$ cat config.mk
export PLATFORM = sky130hd
export DESIGN_NAME = mtfr_datapath
export DESIGN_NICKNAME = d
export VERILOG_FILES = /design/src/hdl/assert_macros.svh /design/src/hdl/mtfr_pkg.sv /design/src/hdl/mtfr_datapath.sv
export SDC_FILE = /design/constraint.sdc
export NUM_CORES = 1
export LEC_CHECK = 0
export ABC_AREA = 1
export BUFFER_PORTS_ARGS = -buffer_cell sky130_fd_sc_hd__buf_2
export CORE_UTILIZATION = 55
export DETAILED_ROUTE_END_ITERATION = 6
export GPL_TIMING_DRIVEN = 0
export PLACE_DENSITY_LB_ADDON = 0.15
export RECOVER_POWER = 50
export SETUP_SLACK_MARGIN = 0.2
export SLEW_MARGIN = 20
export SYNTH_ARGS = -nofsm -noshare
export SYNTH_HDL_FRONTEND = slang
export SYNTH_SLANG_ARGS = --single-unit
$ cat constraint.sdc
create_clock -name clk -period 11.5 [get_ports clk]
set_input_delay 2.3 -clock clk [delete_from_list [all_inputs] [get_ports clk]]
set_output_delay 2.3 -clock clk [all_outputs]
set_load 0.05 [all_outputs]
$ cat src/hdl/assert_macros.svh
// assertion macros shared by the reverb rtl
// define NO_ASSERTIONS to compile them out
`ifndef ASSERT_MACROS_SVH
`define ASSERT_MACROS_SVH

`ifndef NO_ASSERTIONS
`define ASSERT_PROP(lbl, clk, rst_n, prop, msg) \
	lbl: assert property (@(posedge clk) disable iff (!rst_n) prop) else $error(msg);
`define ASSERT_NEVER(lbl, clk, rst_n, cond, msg) \
	lbl: assert property (@(posedge clk) disable iff (!rst_n) !(cond)) else $error(msg);
`else
`define ASSERT_PROP(lbl, clk, rst_n, prop, msg)
`define ASSERT_NEVER(lbl, clk, rst_n, cond, msg)
`endif

`endif

$ cat src/hdl/mtfr_pkg.sv
// shared types, constants and tap offset tables for the reverb
// no dependencies
`default_nettype none

package mtfr_pkg;

	localparam int unsigned DEPTH_DEFAULT = 4096;
	localparam int unsigned LEN_RESET     = 4096;
	localparam int unsigned SAMPLE_W      = 16;
	localparam int unsigned LEN_CFG_W     = 13;
	localparam int unsigned CFG_IDX_W     = 2;
	localparam int unsigned OFF_W         = 8;
	localparam int unsigned TAB_DEPTH     = 256;
	localparam int unsigned PROD_W        = 32;

	localparam logic [CFG_IDX_W-1:0] REG_DELAY_LENGTH = 2'd0;
	localparam logic [CFG_IDX_W-1:0] REG_ECHO_MODE    = 2'd1;

	localparam int unsigned TAP_NEAR      = 103;
	localparam int unsigned TAP_FAR       = 233;
	localparam int unsigned KEEP_Q15      = 22938;
	localparam int unsigned MIX_Q15       = 9830;
	localparam int unsigned Q15_ONE       = 32768;
	localparam int unsigned Q15_SHIFT     = 15;
	localparam int unsigned HALF_SHIFT    = 1;
	localparam int unsigned QUARTER_SHIFT = 2;
	localparam int unsigned EIGHTH_SHIFT  = 3;

	typedef logic [TAB_DEPTH-1:0][OFF_W-1:0] tap_tab_t;

	typedef struct packed {
		logic start;
		logic cap_cur;
		logic cap_near;
		logic adv;
		logic mode;
	} dp_ctrl_t;

	// offset modulo each short length, built at elaboration
	function automatic tap_tab_t mod_table(input int unsigned off);
		tap_tab_t    tab;
		int unsigned r;
		for (int n = 0; n < TAB_DEPTH; n++) begin
			r = off;
			for (int k = 0; k < TAB_DEPTH; k++) begin
				if (n != 0 && r >= n) begin
					r = r - n;
				end
			end
			tab[n] = OFF_W'(r);
		end
		return tab;
	endfunction

	localparam tap_tab_t NEAR_TAB = mod_table(TAP_NEAR);
	localparam tap_tab_t FAR_TAB  = mod_table(TAP_FAR);

endpackage

`default_nettype wire

$ cat src/hdl/mtfr_datapath.sv
// sample arithmetic: tap sum, output register and feedback blend
// depends on mtfr_pkg
`default_nettype none

module mtfr_datapath (
	input  logic                                clk,
	input  mtfr_pkg::dp_ctrl_t                  ctrl,
	input  logic signed [mtfr_pkg::SAMPLE_W-1:0] sample_in,
	input  logic signed [mtfr_pkg::SAMPLE_W-1:0] rd_data,
	output logic signed [mtfr_pkg::SAMPLE_W-1:0] y,
	output logic signed [mtfr_pkg::SAMPLE_W-1:0] wr_data
);

	import mtfr_pkg::*;

	localparam logic signed [PROD_W-1:0] KEEP_W = PROD_W'(KEEP_Q15);
	localparam logic signed [PROD_W-1:0] MIX_W  = PROD_W'(MIX_Q15);

	// signed shift right that truncates toward zero
	function automatic logic signed [SAMPLE_W-1:0] trunc_shr(
		input logic signed [SAMPLE_W-1:0] v,
		input int unsigned                k
	);
		logic signed [SAMPLE_W:0] ve;
		logic signed [SAMPLE_W:0] bias;
		logic signed [SAMPLE_W:0] t;
		ve   = (SAMPLE_W+1)'(v);
		bias = v[SAMPLE_W-1] ? (SAMPLE_W+1)'((1 << k) - 1) : '0;
		t    = (ve + bias) >>> k;
		return t[SAMPLE_W-1:0];
	endfunction

	logic signed [SAMPLE_W-1:0] x_q;
	logic signed [SAMPLE_W-1:0] cur_q;
	logic signed [SAMPLE_W-1:0] near_q;
	logic signed [SAMPLE_W-1:0] y_q;
	logic signed [PROD_W-1:0]   keep_q;

	logic signed [SAMPLE_W-1:0] half;
	logic signed [SAMPLE_W-1:0] y_next;
	logic signed [PROD_W-1:0]   cur_ext;
	logic signed [PROD_W-1:0]   y_ext;
	logic signed [PROD_W-1:0]   mix;
	logic signed [PROD_W-1:0]   acc;
	logic signed [PROD_W-1:0]   acc_b;
	logic signed [SAMPLE_W-1:0] blend;

	assign half    = trunc_shr(cur_q, HALF_SHIFT);
	assign cur_ext = PROD_W'(cur_q);
	assign y_ext   = PROD_W'(y_q);

	always_comb begin
		if (ctrl.mode) begin
			y_next = x_q + half;
		end else begin
			y_next = x_q + half + trunc_shr(near_q, QUARTER_SHIFT)
				+ trunc_shr(rd_data, EIGHTH_SHIFT);
		end
	end

	// 0.7 old + 0.3 out in q15, truncated toward zero
	assign mix   = y_ext * MIX_W;
	assign acc   = keep_q + mix;
	assign acc_b = acc + (acc[PROD_W-1] ? PROD_W'(Q15_ONE - 1) : PROD_W'(0));
	assign blend = acc_b[Q15_SHIFT +: SAMPLE_W];

	always_ff @(posedge clk) begin
		if (ctrl.start) begin
			x_q <= sample_in;
		end
		if (ctrl.cap_cur) begin
			cur_q <= rd_data;
		end
		if (ctrl.cap_near) begin
			near_q <= rd_data;
			keep_q <= cur_ext * KEEP_W;
		end
		if (ctrl.adv) begin
			y_q <= y_next;
		end
	end

	assign y       = y_q;
	assign wr_data = ctrl.mode ? y_q : blend;

endmodule

`default_nettype wire

==> results of run 1 <==
## synth_stat cells (2+ instances only)
| cell | number |
|---|---|
| or2_2 | 2 |
| a21oi_1 | 118 |
| o2111ai_1 | 3 |
| o22ai_1 | 3 |
| o21a_1 | 3 |
| o211ai_1 | 3 |
| nor3_2 | 4 |
| xnor2_1 | 43 |
| a21oi_2 | 5 |
| nand3_1 | 68 |
| nand3_2 | 7 |
| nand3_4 | 2 |
| nand3b_2 | 2 |
| nor2_1 | 107 |
| nor2_8 | 2 |
| fa_1 | 190 |
| a21boi_1 | 7 |
| ha_1 | 293 |
| a21o_1 | 8 |
| nand2_4 | 10 |
| o21ai_1 | 17 |
| xor2_1 | 90 |
| nand3b_1 | 4 |
| inv_2 | 14 |
| o21ai_0 | 47 |
| buf_2 | 4 |
| inv_1 | 480 |
| o21ai_2 | 3 |
| nand2_1 | 342 |
| nor3_1 | 14 |
| nor2_2 | 6 |
| o31ai_1 | 4 |
| nor4_1 | 4 |
| clkbuf_1 | 2 |
| a31oi_1 | 6 |
| nand2_2 | 19 |
| nor2_4 | 4 |
| nand4_1 | 17 |
| edfxtp_1 | 95 |
| a21oi_4 | 2 |
| o21bai_1 | 17 |
| clkinv_1 | 2 |
## repair_timing
item,4_1_cts,5_1_grt
gates resized for setup,1,28
hold buffers,0,0
pin swaps,0,8
buffers inserted,13,24
endpoints found under the setup margin,12,16
## per-layer routing
layer  track usage, %  wire, um  vias to the layer above
met5                0         0                        -
met3            2.782      1503                       59
met1            35.32     19330                     6340
met4            10.75      1553                        0
li1                 -         -                     6838
met2            46.11     20810                      268
## stage by stage
step                std cells  utilization, %  worst slack [ns]  hold slack (ns)  cell area [um^2]
global placement         2552           58.60            0.4954           0.7591             18490
CTS                      2583           59.97            0.1910           0.7664             18920
detailed placement       2554           58.70            0.3845           0.7500             18520
finish                   2608           60.93            0.6164           0.7805             19230
floorplan                2081               -             1.311           0.5739             17640
global route             2608           60.93            0.1209           0.7980             19230
## flip-flops by register name (all words and copies together) (netlist names)
register / count
y: 16
cur_q: 16
x_q: 16
keep_q: 31
near_q: 16
## cell usage in the layout (no fill, tap or decap), types with 5 or more instances in the layout
master       n
nor3_1      13
buf_4       37
o21ai_1     16
nand2_4     11
nand4_1     17
inv_1      480
inv_2       14
nand2_2     19
a31oi_1      6
xnor2_1     42
o21bai_1    16
nand3_1     67
a21o_1       8
a21boi_1     6
a21oi_1    113
o21ai_0     47
nand2_1    341
a21oi_2     10
xor2_1      89
nor3_2       5
buf_2       49
ha_1       287
clkbuf_16    9
nand3_2      8
nor2_1     107
clkbuf_1    22
fa_1       190
edfxtp_1    95
nor2_2       6
## area by class of cell
class | count | area [um^2]
fillers | 2797 | 12330
repair buffers | 109 | 674.4
well taps | 402 | 503.0
clock buffers | 9 | 225.2
multi-input cells | 1482 | 13000
inverters | 496 | 1862
plain buffers | 8 | 42.54
flip-flops and latches | 95 | 2853
clock inverters | 7 | 72.57
## critical path: cells and delay by family (launching register included)
kind                       cells  cell delay (ns)
and+or+nand+nor               23             2.33
DFF                            1             0.50
xor gates and xnor gates       1             0.20
buffers and inverters         10             1.03
adders and majority gates      9             3.62
AOI/OAI and AO/OA              4             0.52
## final timing paths
path,startpoint,endpoint,slack [ns],depth (start not counted)
min reg2reg,cur_q[1],keep_q[2],0.78,0
max reg2reg,cur_q[8],keep_q[30],5.72,21
min,cur_q[1],keep_q[2],0.78,0
max,y[14],wr_data[15],0.62,47
## logic make-up after synthesis
| kind of cell | count (synthesis) | share of synthesized area [%] |
|---|---|---|
| DFF | 95 | 16.17 |
| xor gates and xnor gates | 133 | 6.602 |
| AOI/OAI and AO/OA | 250 | 8.198 |
| and+or+nand+nor | 616 | 15.90 |
| adders and majority gates | 483 | 42.34 |
| buffers and inverters | 504 | 10.79 |
==> summary.md, run 1 <==
| Metric | Value |
|---|---|
| Status | `complete, no violations` |
| Initial antenna violation count | `0` |
| Yosys reg bits | `95` |
| CTS clock-pin slew for the worst setup and hold paths | `0.07 ns` |
| Rel. slew slack | `39.93%` |
| Drt drc | `0` |
| Final worst path period share | `94.64%` |
| GRT Resource Usage Total | `27.06%` |
| Clk sinks | `95` |
| Die Wd | `181.1 um` |
| Die H | `181.1 um` |
| Ports | `70` |
| N_diodes | `0` |
| Crit start category | `flip-flop` |
| Syn-to-layout area delta | `8.978%` |
| Avg Cell Area, Syn | `8.478 um^2` |
| Ys Warns | `0` |
| RD Place Congestion | `0.9598` |
| Mapped Nets | `2602` |
| Die area | `32800 um^2` |
| Sequential area share after synthesis | `16.17%` |
| Mapped Cells | `2081` |
| Final wirelength | `43.19 mm` |
| Post-DRT Antenna Nets | `0` |
| CP peak stage delay | `0.54 ns` |
| DP HPWL | `37.31 mm` |
| Core ar. | `31560 um^2` |
| Netlist cell types | `50` |
| Final TNS setup | `0 ns` |
| CTS Buf Count | `9` |
| Clk_skew | `0.01574 ns` |
| Nets | `2722` |
| Ys flop type | `edfxtp_1` |
| Post-synth top area share | `21.56%` |
| Vias in the first global route | `13560` |
| Slew at the pin with the worst max-slew slack | `0.9011 ns` |
| Post-synth EDFFs | `95` |
| Pin count of the biggest net entering global routing | `48` |
| Clock period minus final worst setup slack | `10.88 ns` |
| Largest area contributor in the netlist | `fa_1` |
| Layout cells sized above 1 | `9.701%` |
| Worst hold-check path type | `reg -> reg` |
| Slew Limit Fails | `0` |
| Syn Std Cell Area | `17640 um^2` |
| First-pass GRT wire length | `68.94 mm` |
| Number of setup violations in the final report | `0` |
| Max FO, Critical Path | `13` |
| WS Path Type | `reg -> out` |
| Async SR Flop Fraction | `0%` |
| RSZ-0062 raised after global routing | `no` |
| DR WL/cell | `16.56 um` |
| CTS H-tree depth | `3` |
| Worst Path Required | `9.20 ns` |
| Arr. time, crit path | `8.58 ns` |
| Avg Vias per Cell | `5.178` |
| Iter 0 DRT Violations | `616` |
| Worst setup EP type | `output port` |
| Root buffer cell | `clkbuf_16` |
| Clk buf depth | `2` |
| Starting Density | `55.91%` |
| Max Cap Violations | `0` |
| Via count | `13510` |
| CTS tree | `done` |
| Worst path most repeated cell | `nand2_1` |
| Gr ovfl total | `0` |
| Fin. Hold Viols | `0` |
| Max Fclk | `91.88 MHz` |
| First-pass DRT Iterations | `5` |
| Port Buf Inserts | `69` |
| Placement Rows | `65` |
| CP max-delay cell | `fa_1` |
| Leading post-synthesis cells by cell area | `fa_1, ha_1, edfxtp_1` |
| Clock Latency Late Sink | `0.36 ns` |
Power of run 1 is left out: the tool's default activity adds up to more than one toggle a clock period on the data nets, which glitch-free logic cannot reach.
==> run 2: changes to the inputs <==
--- a/config.mk
+++ b/config.mk
@@ -9,7 +9,6 @@
 export BUFFER_PORTS_ARGS = -buffer_cell sky130_fd_sc_hd__buf_2
 export CORE_UTILIZATION = 55
 export DETAILED_ROUTE_END_ITERATION = 6
-export GPL_TIMING_DRIVEN = 0
 export PLACE_DENSITY_LB_ADDON = 0.15
 export RECOVER_POWER = 50
 export SETUP_SLACK_MARGIN = 0.2
==> summary.md, run 2 (synthesis gave the netlist of run 1 again) <==
| Metric | Value |
|---|---|
| Port Buf Inserts | `69` |
| Hold Buf Count CTS | `0` |
| Drt drc | `0` |
| DP HPWL | `37.56 mm` |
| Clk sinks | `95` |
| First-pass GRT wire length | `69.69 mm` |
| CP Launch Point | `y[13]` |
| Final wirelength | `43.63 mm` |
| Failing checks | `capacitance limit, slew limit` |
| CTS Buf Count | `9` |
| Pin count of the biggest net entering global routing | `48` |
| Worst r2r path cells | `21` |
| Root buffer cell | `clkbuf_16` |
| First-pass DRT Iterations | `7` |
| Placement Rows | `65` |
| Fin. Hold Viols | `0` |
| Clock Latency Late Sink | `0.36 ns` |
| Clock period minus final worst setup slack | `10.77 ns` |
| Status | `complete, but fails checks` |
| CTS H-tree depth | `3` |
| Post-DRT Antenna Nets | `0` |
| Worst path most repeated cell | `nand2_1` |
| Nets | `2705` |
| Syn-to-layout area delta | `7.474%` |
| Initial antenna violation count | `0` |
| Rel. slew slack | `-68.11%` |
| Max reg flops | `31` |
| Crit start category | `flip-flop` |
| Gr ovfl total | `0` |
| Most frequent cells in the layout | `inv_1, nand2_1, ha_1` |
| Ports | `70` |
| Layout cells sized above 1 | `8.223%` |
| DR WL/cell | `16.84 um` |
| Commonest non-fill, non-tap cell in the layout | `inv_1` |
| GRT Resource Usage Total | `27.50%` |
| Max FO, Critical Path | `16` |
| Slew at the pin with the worst max-slew slack | `2.522 ns` |
| Die area | `32800 um^2` |
| Max Cap Violations | `1` |
| Avg Vias per Cell | `5.255` |
| N_diodes | `0` |
| Vias in the first global route | `13630` |
| Core ar. | `31560 um^2` |
| Arr. time, crit path | `8.47 ns` |
| Via count | `13620` |
| Reg with most FFs | `keep_q` |
| CP max-delay cell | `edfxtp_1` |
| WS Path Type | `reg -> out` |
| CTS clock-pin slew for the worst setup and hold paths | `0.07 ns` |
| Clk buf depth | `2` |
| Die Wd | `181.1 um` |
| Max Fclk | `92.88 MHz` |
| Worst hold-check path type | `reg -> reg` |
| Final TNS setup | `0 ns` |
| Die H | `181.1 um` |
| Final worst path period share | `93.63%` |
| CTS tree | `done` |
| Hold depth | `0` |
| RD Place Congestion | `0.9346` |
| Hold Crit Start | `cur_q[1]` |
| Slew Limit Fails | `48` |
| Iter 0 DRT Violations | `746` |
| Starting Density | `55.91%` |
| Clk_skew | `0.008111 ns` |
| Worst setup EP type | `output port` |
| RSZ-0062 raised after global routing | `no` |
| CP peak stage delay | `0.76 ns` |
| Number of setup violations in the final report | `0` |
| Launch point of the worst reg-to-reg path | `cur_q[9]` |
| Worst Path Required | `9.20 ns` |
[run 2: area by class of cell]
type,instances,area [um^2]
Clock buffer,10,229.0
Clock inverter,6,58.81
Fill cell,2896,12590
Inverter,496,1862
Multi-Input combinational cell,1482,12900
Sequential cell,95,2853
Tap cell,402,503.0
Timing Repair Buffer,100,560.5
[run 2: worst max-delay path: cells and delay by family, from the launching register on]
kind	cells	cell delay, ns
DFF	1	0.76
adders and majority gates	9	3.83
buffers and inverters	8	0.72
AOI/OAI and AO/OA	6	0.93
xor gates and xnor gates	1	0.14
and+or+nand+nor	16	1.74
[run 2: per-stage QoR]
stage | utilization [%] | setup WS, ns | cell area (um^2) | cells | hold WS [ns]
after global placement | 58.58 | 1.039 | 18490 | 2549 | 0.7876
after global routing | 60.09 | 0.1314 | 18960 | 2591 | 0.8541
after floorplan | - | 1.311 | 17640 | 2081 | 0.5739
after detailed placement | 58.58 | 0.8606 | 18490 | 2549 | 0.8292
final | 60.09 | 0.7329 | 18960 | 2591 | 0.8480
after CTS | 59.50 | 0.4644 | 18770 | 2565 | 0.8432
[run 2: timing repair]
action,CTS,global route
hold endpoints to repair,0,0
setup buffers,0,26
setup endpoints to repair,0,16
gates resized for setup,0,5
[run 2: worst paths after layout]
kind                 to  slack [ns]
max          wr_data[9]        0.73
min           keep_q[2]        0.85
max reg2reg  keep_q[30]        5.61
min reg2reg   keep_q[2]        0.85
[run 2: layer usage]
layer	share of wire (%)	routed length (um)	vias to the layer above	track usage [%]
li1	-	-	6780	-
met1	44	19270	6499	35.10
met2	49	21420	266	48.17
met3	2.9	1280	71	2.560
met4	3.8	1660	0	10.54
met5	0	0	-	0
Power of run 2 is left out for the same reason.
